### config.mk
export PLATFORM = sky130hd
export DESIGN_NAME = prefix_instruction_encoder_top
export DESIGN_NICKNAME = d
export VERILOG_FILES = /design/src/design/pie_pkg.sv /design/src/design/pie_digit_shift.sv /design/src/design/pie_ctrl.sv /design/src/design/prefix_instruction_encoder_top.sv
export SDC_FILE = /design/constraint.sdc
export NUM_CORES = 1
export LEC_CHECK = 0
export BUFFER_PORTS_ARGS = -buffer_cell sky130_fd_sc_hd__buf_4
export CAP_MARGIN = 5
export CORE_UTILIZATION = 45
export DETAILED_ROUTE_END_ITERATION = 10
export PLACE_DENSITY = 0.62
export RECOVER_POWER = 100
export SETUP_SLACK_MARGIN = 0.02
export SYNTH_ARGS = -nofsm -noshare
export SYNTH_HDL_FRONTEND = slang
export SYNTH_SLANG_ARGS = --single-unit
export TNS_END_PERCENT = 1
### constraint.sdc
create_clock -name clock -period 6.2 [get_ports clock]
set_clock_uncertainty 0.1 [all_clocks]
set_input_delay 1.55 -clock clock [delete_from_list [all_inputs] [get_ports clock]]
set_output_delay 1.55 -clock clock [all_outputs]
set_load 0.01 [all_outputs]
### src/design/pie_pkg.sv
// Shared types, codes and a helper function for the prefix instruction encoder.
`default_nettype none
package pie_pkg;

   localparam int unsigned WORD_W   = 32;
   localparam int unsigned NIBBLE_W = 4;
   localparam int unsigned BYTE_W   = 8;
   localparam int unsigned COUNT_W  = 3;

   localparam logic [1:0] OP_DIRECT  = 2'd0;
   localparam logic [1:0] OP_OPERATE = 2'd1;
   localparam logic [1:0] OP_LDC_OPR = 2'd2;
   localparam logic [1:0] OP_DATA    = 2'd3;

   localparam logic [NIBBLE_W-1:0] FN_PFIX = 4'h2;
   localparam logic [NIBBLE_W-1:0] FN_LDC  = 4'h4;
   localparam logic [NIBBLE_W-1:0] FN_NFIX = 4'h6;
   localparam logic [NIBBLE_W-1:0] FN_OPR  = 4'hf;

   localparam logic [COUNT_W-1:0] DATA_LAST_COUNT = 3'd3;

   typedef enum logic [1:0] {
      ST_IDLE,
      ST_FIRST,
      ST_SECOND,
      ST_DATA
   } pie_state_type;

   typedef struct packed {
      logic              load_prefix;
      logic              load_data;
      logic              shift_nibble;
      logic              shift_byte;
      logic [WORD_W-1:0] value;
   } pie_cmd_type;

   typedef struct packed {
      logic [COUNT_W-1:0]  count;
      logic                neg;
      logic [NIBBLE_W-1:0] nibble;
      logic [BYTE_W-1:0]   low_byte;
   } pie_status_type;

   // Index of the most significant nonzero nibble, zero when the word is zero.
   function automatic logic [COUNT_W-1:0] top_nibble(input logic [WORD_W-1:0] v);
      logic [COUNT_W-1:0] h;
      h = '0;
      for (int i = 0; i < WORD_W / NIBBLE_W; i++) begin
         if (|v[i*NIBBLE_W +: NIBBLE_W]) begin
            h = COUNT_W'(i);
         end
      end
      return h;
   endfunction

endpackage
`default_nettype wire

### src/design/pie_digit_shift.sv
// Operand shift register that presents one prefix nibble or one data byte per step.
`default_nettype none
module pie_digit_shift (
   input  wire logic                    clock,
   input  wire logic                    reset,
   input  wire pie_pkg::pie_cmd_type    cmd,
   output      pie_pkg::pie_status_type status
);

   logic [pie_pkg::WORD_W-1:0]  shreg_ff, shreg_in;
   logic [pie_pkg::COUNT_W-1:0] count_ff, count_in;
   logic                        neg_ff, neg_in;

   logic                        neg;
   logic [pie_pkg::WORD_W-1:0]  mag;
   logic [pie_pkg::COUNT_W-1:0] high;
   logic [pie_pkg::COUNT_W-1:0] levels;
   logic [pie_pkg::WORD_W-1:0]  base;

   always_comb begin
      neg    = cmd.value[pie_pkg::WORD_W-1];
      mag    = neg ? ~cmd.value : cmd.value;
      high   = pie_pkg::top_nibble(mag);
      levels = (neg && (high == '0)) ? pie_pkg::COUNT_W'(1) : high;
      base   = {mag[pie_pkg::WORD_W-1:pie_pkg::NIBBLE_W],
                cmd.value[pie_pkg::NIBBLE_W-1:0]};

      shreg_in = shreg_ff;
      count_in = count_ff;
      neg_in   = neg_ff;
      if (cmd.load_prefix) begin
         shreg_in = base << {~levels, 2'b00};
         count_in = levels;
         neg_in   = neg;
      end else if (cmd.load_data) begin
         shreg_in = cmd.value;
         count_in = pie_pkg::DATA_LAST_COUNT;
         neg_in   = 1'b0;
      end else if (cmd.shift_nibble) begin
         shreg_in = shreg_ff << pie_pkg::NIBBLE_W;
         count_in = count_ff - pie_pkg::COUNT_W'(1);
      end else if (cmd.shift_byte) begin
         shreg_in = shreg_ff >> pie_pkg::BYTE_W;
         count_in = count_ff - pie_pkg::COUNT_W'(1);
      end
   end

   always_ff @(posedge clock) begin
      if (reset) begin
         count_ff <= '0;
         neg_ff   <= 1'b0;
      end else begin
         count_ff <= count_in;
         neg_ff   <= neg_in;
      end
      shreg_ff <= shreg_in;
   end

   assign status = '{count:    count_ff,
                     neg:      neg_ff,
                     nibble:   shreg_ff[pie_pkg::WORD_W-1 -: pie_pkg::NIBBLE_W],
                     low_byte: shreg_ff[pie_pkg::BYTE_W-1:0]};

endmodule
`default_nettype wire

### src/design/pie_ctrl.sv
// Sequencer that picks the function nibble of each byte and steps the shift register.
`default_nettype none
module pie_ctrl (
   input  wire logic                        clock,
   input  wire logic                        reset,
   input  wire logic                        req_valid,
   output      logic                        req_ready,
   input  wire logic [1:0]                  req_operation,
   input  wire logic [3:0]                  req_function_code,
   input  wire logic [31:0]                 req_operand,
   input  wire logic [7:0]                  req_second_code,
   input  wire logic                        out_free,
   input  wire pie_pkg::pie_status_type     status,
   output      pie_pkg::pie_cmd_type        cmd,
   output      logic                        emit,
   output      logic [pie_pkg::BYTE_W-1:0]  emit_byte,
   output      logic                        emit_last
);

   pie_pkg::pie_state_type state_ff, state_in;
   logic [1:0]                   op_ff, op_in;
   logic [pie_pkg::NIBBLE_W-1:0] func_ff, func_in;
   logic [pie_pkg::BYTE_W-1:0]   second_ff, second_in;

   logic [pie_pkg::NIBBLE_W-1:0] base_fn;
   logic [pie_pkg::NIBBLE_W-1:0] byte_fn;

   always_comb begin
      case (op_ff)
         pie_pkg::OP_DIRECT:  base_fn = func_ff;
         pie_pkg::OP_LDC_OPR: base_fn = pie_pkg::FN_LDC;
         default:             base_fn = pie_pkg::FN_OPR;
      endcase
      if (state_ff == pie_pkg::ST_SECOND) begin
         base_fn = pie_pkg::FN_OPR;
      end
      if (status.count == '0) begin
         byte_fn = base_fn;
      end else if ((status.count == pie_pkg::COUNT_W'(1)) && status.neg) begin
         byte_fn = pie_pkg::FN_NFIX;
      end else begin
         byte_fn = pie_pkg::FN_PFIX;
      end
   end

   always_comb begin
      state_in  = state_ff;
      op_in     = op_ff;
      func_in   = func_ff;
      second_in = second_ff;
      req_ready = 1'b0;
      emit      = 1'b0;
      emit_byte = {byte_fn, status.nibble};
      emit_last = 1'b0;
      cmd       = '0;
      cmd.value = req_operand;

      case (state_ff)
         pie_pkg::ST_IDLE: begin
            req_ready = 1'b1;
            if (req_valid) begin
               op_in     = req_operation;
               func_in   = req_function_code;
               second_in = req_second_code;
               if (req_operation == pie_pkg::OP_DATA) begin
                  cmd.load_data = 1'b1;
                  state_in      = pie_pkg::ST_DATA;
               end else begin
                  cmd.load_prefix = 1'b1;
                  state_in        = pie_pkg::ST_FIRST;
               end
            end
         end
         pie_pkg::ST_FIRST: begin
            if (out_free) begin
               emit = 1'b1;
               if (status.count == '0) begin
                  if (op_ff == pie_pkg::OP_LDC_OPR) begin
                     cmd.load_prefix = 1'b1;
                     cmd.value       = {{(pie_pkg::WORD_W-pie_pkg::BYTE_W){1'b0}}, second_ff};
                     state_in        = pie_pkg::ST_SECOND;
                  end else begin
                     emit_last = 1'b1;
                     state_in  = pie_pkg::ST_IDLE;
                  end
               end else begin
                  cmd.shift_nibble = 1'b1;
               end
            end
         end
         pie_pkg::ST_SECOND: begin
            if (out_free) begin
               emit = 1'b1;
               if (status.count == '0) begin
                  emit_last = 1'b1;
                  state_in  = pie_pkg::ST_IDLE;
               end else begin
                  cmd.shift_nibble = 1'b1;
               end
            end
         end
         pie_pkg::ST_DATA: begin
            emit_byte = status.low_byte;
            if (out_free) begin
               emit = 1'b1;
               if (status.count == '0) begin
                  emit_last = 1'b1;
                  state_in  = pie_pkg::ST_IDLE;
               end else begin
                  cmd.shift_byte = 1'b1;
               end
            end
         end
         default: begin
            state_in = pie_pkg::ST_IDLE;
         end
      endcase
   end

   always_ff @(posedge clock) begin
      if (reset) begin
         state_ff <= pie_pkg::ST_IDLE;
      end else begin
         state_ff <= state_in;
      end
      op_ff     <= op_in;
      func_ff   <= func_in;
      second_ff <= second_in;
   end

endmodule
`default_nettype wire

### src/design/prefix_instruction_encoder_top.sv
// Top level of the prefix instruction encoder with its result register.
// The operand is loaded into the shift register on acceptance; the first byte then goes into the result register.
// Throughput: one byte per cycle while the result register is free, from the single shift register
// that emits one prefix-coded byte or one data byte a step.
// A new request is taken only once the last byte of the previous one is in the result register.
// Reset is synchronous and clears the sequencer state and the result valid flag.
`default_nettype none
module prefix_instruction_encoder_top (
   input  wire logic        clock,
   input  wire logic        reset,
   input  wire logic        req_valid,
   output      logic        req_ready,
   input  wire logic [1:0]  req_operation,
   input  wire logic [3:0]  req_function_code,
   input  wire logic signed [31:0] req_operand,
   input  wire logic [7:0]  req_second_code,
   output      logic        rsp_valid,
   input  wire logic        rsp_ready,
   output      logic [7:0]  rsp_code_byte,
   output      logic        rsp_last
);

   pie_pkg::pie_cmd_type    cmd;
   pie_pkg::pie_status_type status;

   logic                       out_free;
   logic                       emit;
   logic [pie_pkg::BYTE_W-1:0] emit_byte;
   logic                       emit_last;

   logic                       rsp_valid_ff, rsp_valid_in;
   logic [pie_pkg::BYTE_W-1:0] rsp_code_byte_ff, rsp_code_byte_in;
   logic                       rsp_last_ff, rsp_last_in;

   assign out_free = !rsp_valid_ff || rsp_ready;

   pie_ctrl u_ctrl (
      .clock             (clock),
      .reset             (reset),
      .req_valid         (req_valid),
      .req_ready         (req_ready),
      .req_operation     (req_operation),
      .req_function_code (req_function_code),
      .req_operand       ($unsigned(req_operand)),
      .req_second_code   (req_second_code),
      .out_free          (out_free),
      .status            (status),
      .cmd               (cmd),
      .emit              (emit),
      .emit_byte         (emit_byte),
      .emit_last         (emit_last)
   );

   pie_digit_shift u_shift (
      .clock  (clock),
      .reset  (reset),
      .cmd    (cmd),
      .status (status)
   );

   always_comb begin
      rsp_valid_in     = rsp_valid_ff;
      rsp_code_byte_in = rsp_code_byte_ff;
      rsp_last_in      = rsp_last_ff;
      if (emit) begin
         rsp_valid_in     = 1'b1;
         rsp_code_byte_in = emit_byte;
         rsp_last_in      = emit_last;
      end else if (rsp_ready) begin
         rsp_valid_in = 1'b0;
      end
   end

   always_ff @(posedge clock) begin
      if (reset) begin
         rsp_valid_ff <= 1'b0;
      end else begin
         rsp_valid_ff <= rsp_valid_in;
      end
      rsp_code_byte_ff <= rsp_code_byte_in;
      rsp_last_ff      <= rsp_last_in;
   end

   assign rsp_valid     = rsp_valid_ff;
   assign rsp_code_byte = rsp_code_byte_ff;
   assign rsp_last      = rsp_last_ff;

endmodule
`default_nettype wire

==> metrics.log <==
INFO  metric cap_violations = 1
INFO  metric coreArea = ~0.010 sq mm
INFO  metric cpLargestDelayFamily = compound AO/OA/AOI/OAI gates
INFO  metric startpoint_type = primary input
INFO  metric final-hold-violation-count = 0
INFO  metric clock_latency_on_the_worst_skew_pair = approximately 0.35 ns
INFO  metric antenna_violating_nets_post_route = 0
INFO  metric power.density_cell_area = 443 mW/mm^2
INFO  metric cp_slowest_cell = sky130_fd_sc_hd__or4_1
INFO  metric die_y = 106 um
INFO  metric die-area = ~0.011 sq mm
INFO  metric synth.area.top_cells = sky130_fd_sc_hd__edfxtp_1 34%, sky130_fd_sc_hd__mux2i_1 7.2%, sky130_fd_sc_hd__nand2_1 4.6%
INFO  metric vias = roughly 4.8k
INFO  metric global_route_wire_length_before_repair = 26200 um
INFO  metric yosys_register_bits = 62
INFO  metric final-max-slew-violation-count = 34
INFO  metric fillers = approximately 1k
INFO  metric maximum_number_of_pins_on_one_net_before_global_route_repair = 51
INFO  metric avgRoutedWirePerCell = 23.4 um
INFO  metric clock_sink_count = 62
INFO  metric global_route.usage.total = between 30% and 40%
INFO  metric postSynth.topFlopCell = sky130_fd_sc_hd__edfxtp_1
INFO  metric internal_power = around 1400 uW
INFO  metric worst_slew_margin_rel = -34.0%
INFO  metric rsz0062_at_grt = false
INFO  metric post_cts_resize_count = 0
INFO  metric cp_num_buf_inv = 1
INFO  metric power_switching_share = between 40 and 50%
INFO  metric dp_hpwl = 12100 um
INFO  metric layout.core_utilization = between 50% and 60%
INFO  metric routabilityCongestion = 0.961
INFO  metric cts_buffer_depth = 2
INFO  metric timing.final.crit_share = 88.1%
INFO  metric grt_antenna_before_repair = 0
INFO  metric syn2layout_area_growth = 13.2%
INFO  metric placement.cell_area = approximately 0.0054 sq mm
INFO  metric aggregate_negative_setup_slack = 0 ns
INFO  metric synth_edf_count = 55
INFO  metric vdd_ir_drop_max = 237 uV
INFO  metric timing.critical_path.cells = clkbuf_2 > or4_1 > mux2i_4 > a21boi_2 > o211ai_1 > o21ai_4 > nand2_4 > mux2i_1 > mux2_2 > a221o_1
INFO  metric worstPathRequired = between 6 and 7 ns
INFO  metric clk_root_buffer_cell = sky130_fd_sc_hd__clkbuf_8
INFO  metric yosysSeqAreaShare = 36.9%
INFO  metric drt-total-wl = 16900 um
INFO  metric io_buffers = 60
INFO  metric floorplan.io_pins = 61
INFO  metric power.share.combinational = between 40% and 50%
INFO  metric fin_nets = 637
INFO  metric yosys.area.top_type = sky130_fd_sc_hd__edfxtp_1
INFO  metric synth-warning-count = 0
INFO  metric cts_hold_buf = 0
INFO  metric yosys.cell_count.top_type = sky130_fd_sc_hd__nand2_1
INFO  metric post_synth_most_frequent_cells = 60 x sky130_fd_sc_hd__nand2_1, 55 x sky130_fd_sc_hd__edfxtp_1, 40 x sky130_fd_sc_hd__a21oi_1, 35 x sky130_fd_sc_hd__mux2i_1, 35 x sky130_fd_sc_hd__o21ai_0
INFO  metric violations = max-capacitance violations, max-slew violations
INFO  metric grt_pass1_vias = about 4.6k
INFO  metric worstMarginPinSlew = between 2 and 2.5 ns
INFO  metric share_of_final_layout_standard_cells_stronger_than_drive_strength_1 = between 10% and 20%
INFO  metric fin_crit = between 5 and 6 ns
INFO  metric drt_iter0_drc = 597
INFO  metric placement_rows = 37
INFO  metric post_drt_via_cell_ratio = 6.66
INFO  metric cp_max_fo = 50
INFO  metric worstPathArrival = roughly 5.5 ns
INFO  metric max_freq = 183 MHz
INFO  metric netlist_instances = approximately 530
INFO  metric syn-cell-area = between 0.004 and 0.005 sq mm
INFO  metric floorplan.initialDensity = between 40% and 50%
INFO  metric die_w = between 100 and 150 um
INFO  metric num_antenna_cells = 0
INFO  metric run_status = finished with violations
INFO  metric yosysUniqueCellTypes = 75
INFO  metric postSynthNetCount = slightly below 600
INFO  metric async_reset_ff_share = 0%
INFO  metric cts_tree = yes
INFO  metric worst_setup_path_end_kind = flop
INFO  metric setup_violations = 0
INFO  metric post-synth-top-area-fraction = about a third
INFO  metric pwr-share-seq = ~36%
INFO  metric post_synth.cell_area_avg = around 9.2 sq um
INFO  metric power_leakage = slightly below 0.002 uW
INFO  metric post_cts_buffers = 0
INFO  metric switching_power = between 1000 and 1500 uW
INFO  metric drcViolationCount = 0
INFO  metric finish.instance_area = roughly 0.0055 sq mm
INFO  metric cts_made_buffers = 9
INFO  metric drt_first_pass_iters = 6
INFO  metric cts_max_level = 3
INFO  metric largest_stage_delay_on_the_critical_path = 0.79 ns
INFO  metric clkTransAtPathRegs = roughly 0.070 ns
INFO  metric clock_power_share = between 10% and 20%
INFO  metric globalRouteOverflowTotal = 0
INFO  metric path_class = in2reg
INFO  metric hold_path_class = reg2reg
## state kept, by name (all words and copies together) (netlist names)
name              cells
u_shift.count_ff      3
u_shift.shreg_ff     32
rsp_valid             1
u_ctrl.op_ff          2
rsp_last              1
u_shift.neg_ff        1
u_ctrl.state_ff       2
rsp_code_byte         8
u_ctrl.second_ff      8
u_ctrl.func_ff        4
## worst paths after layout
kind | from | end | slack (ns) | depth (start not counted)
setup / recovery | req_operand[31] | u_shift.shreg_ff[28]$_DFFE_PP_ | 0.74 | 10
hold / removal | u_shift.neg_ff$_SDFFE_PP0P_ | u_shift.neg_ff$_SDFFE_PP0P_ | 0.43 | 2
setup reg to reg | u_ctrl.state_ff[0]$_SDFFE_PP0P_ | u_shift.count_ff[2]$_SDFFE_PP0P_ | 2.02 | 9
hold reg to reg | u_shift.neg_ff$_SDFFE_PP0P_ | u_shift.neg_ff$_SDFFE_PP0P_ | 0.43 | 2
## per-layer routing
layer | vias up | track usage [%] | wire [um]
li1 | 2142 | - | -
met1 | 2283 | 44.4 | 7170
met2 | 337 | 46.5 | 7410
met3 | 40 | 6.13 | 1820
met4 | 0 | 11.8 | 496
met5 | - | 0 | 0
## layout make-up
cell class                      instances  area, sq um  area share (%)
Sequential cell                        62         1790            32.6
Multi-Input combinational cell        419         2800            50.9
Inverter                               14         52.6           0.955
Tap cell                              136          170            3.09
Clock buffer                           12          145            2.64
Timing Repair Buffer                   74          493            8.96
Clock inverter                          4         47.5           0.864
## cells by family after synthesis
group,count (synthesis),synth area share [%]
AO/OA/AOI/OAI,173,23.6
adder cells (fa/ha/maj),7,1.80
XOR/XNOR,22,3.97
multiplexers,46,10.3
flip-flops,62,36.9
buffers and inverters,48,5.35
AND/OR/NAND/NOR,171,18.1
## layout by cell type (no fill, tap or decap), types with 4 or more instances in the layout
cell type / synthesis / layout
sky130_fd_sc_hd__nor3_1: 10 / 9
sky130_fd_sc_hd__nand2b_1: 6 / 6
sky130_fd_sc_hd__clkbuf_1: 18 / 18
sky130_fd_sc_hd__a31oi_1: 14 / 14
sky130_fd_sc_hd__o21ai_0: 35 / 36
sky130_fd_sc_hd__edfxtp_1: 55 / 55
sky130_fd_sc_hd__or4_1: 2 / 4
sky130_fd_sc_hd__ha_1: 7 / 7
sky130_fd_sc_hd__o22ai_1: 11 / 11
sky130_fd_sc_hd__dfxtp_1: 7 / 7
sky130_fd_sc_hd__o211ai_1: 11 / 12
sky130_fd_sc_hd__inv_1: 14 / 14
sky130_fd_sc_hd__nand2_1: 60 / 60
sky130_fd_sc_hd__nor2_1: 34 / 34
sky130_fd_sc_hd__mux2_2: 8 / 7
sky130_fd_sc_hd__xnor2_1: 19 / 19
sky130_fd_sc_hd__nand4_1: 11 / 11
sky130_fd_sc_hd__a211oi_1: 9 / 9
sky130_fd_sc_hd__mux2i_1: 35 / 35
sky130_fd_sc_hd__a21oi_1: 40 / 41
sky130_fd_sc_hd__nand3_1: 18 / 18
sky130_fd_sc_hd__clkbuf_4: 0 / 13
sky130_fd_sc_hd__a221oi_1: 6 / 6
sky130_fd_sc_hd__buf_4: 2 / 44
sky130_fd_sc_hd__nor4_1: 5 / 5
sky130_fd_sc_hd__a22oi_1: 6 / 6
sky130_fd_sc_hd__clkbuf_8: 4 / 10
## power groups by stage
| stage | combinational (uW) | clock, uW | sequential [uW] |
|---|---|---|---|
| 2_1_floorplan | 810 | 0 | 851 |
| 3_3_place_gp | 1180 | 0 | 874 |
| 3_5_place_dp | 1200 | 0 | 873 |
| 4_1_cts | 1210 | 367 | 866 |
| 5_1_grt | 1300 | 381 | 895 |
| 6_report | 1200 | 363 | 876 |
## through the flow
step / hold slack, ns / std cells / setup slack, ns / total power [uW]
floorplan: 0.365 / 529 / 2.03 / 1660
detailed placement: 0.405 / 705 / 1.05 / 2070
global placement: 0.400 / 705 / 1.13 / 2060
global route: 0.463 / 721 / 0.631 / 2570
finish: 0.428 / 721 / 0.739 / 2440
CTS: 0.421 / 721 / 1.40 / 2440
## worst register-to-register path: stages, from the launching register on
cell                       delay, ns
sky130_fd_sc_hd__dfxtp_1        0.33
sky130_fd_sc_hd__inv_1          0.11
sky130_fd_sc_hd__ha_1           0.38
sky130_fd_sc_hd__nand2_1        0.17
sky130_fd_sc_hd__inv_1          0.50
sky130_fd_sc_hd__nor2_1         0.31
sky130_fd_sc_hd__nand2_1        0.14
sky130_fd_sc_hd__clkbuf_1       1.44
sky130_fd_sc_hd__o21ai_0        0.27
sky130_fd_sc_hd__a221oi_1       0.33
No activity file was read; power rests on OpenSTA's default activity.
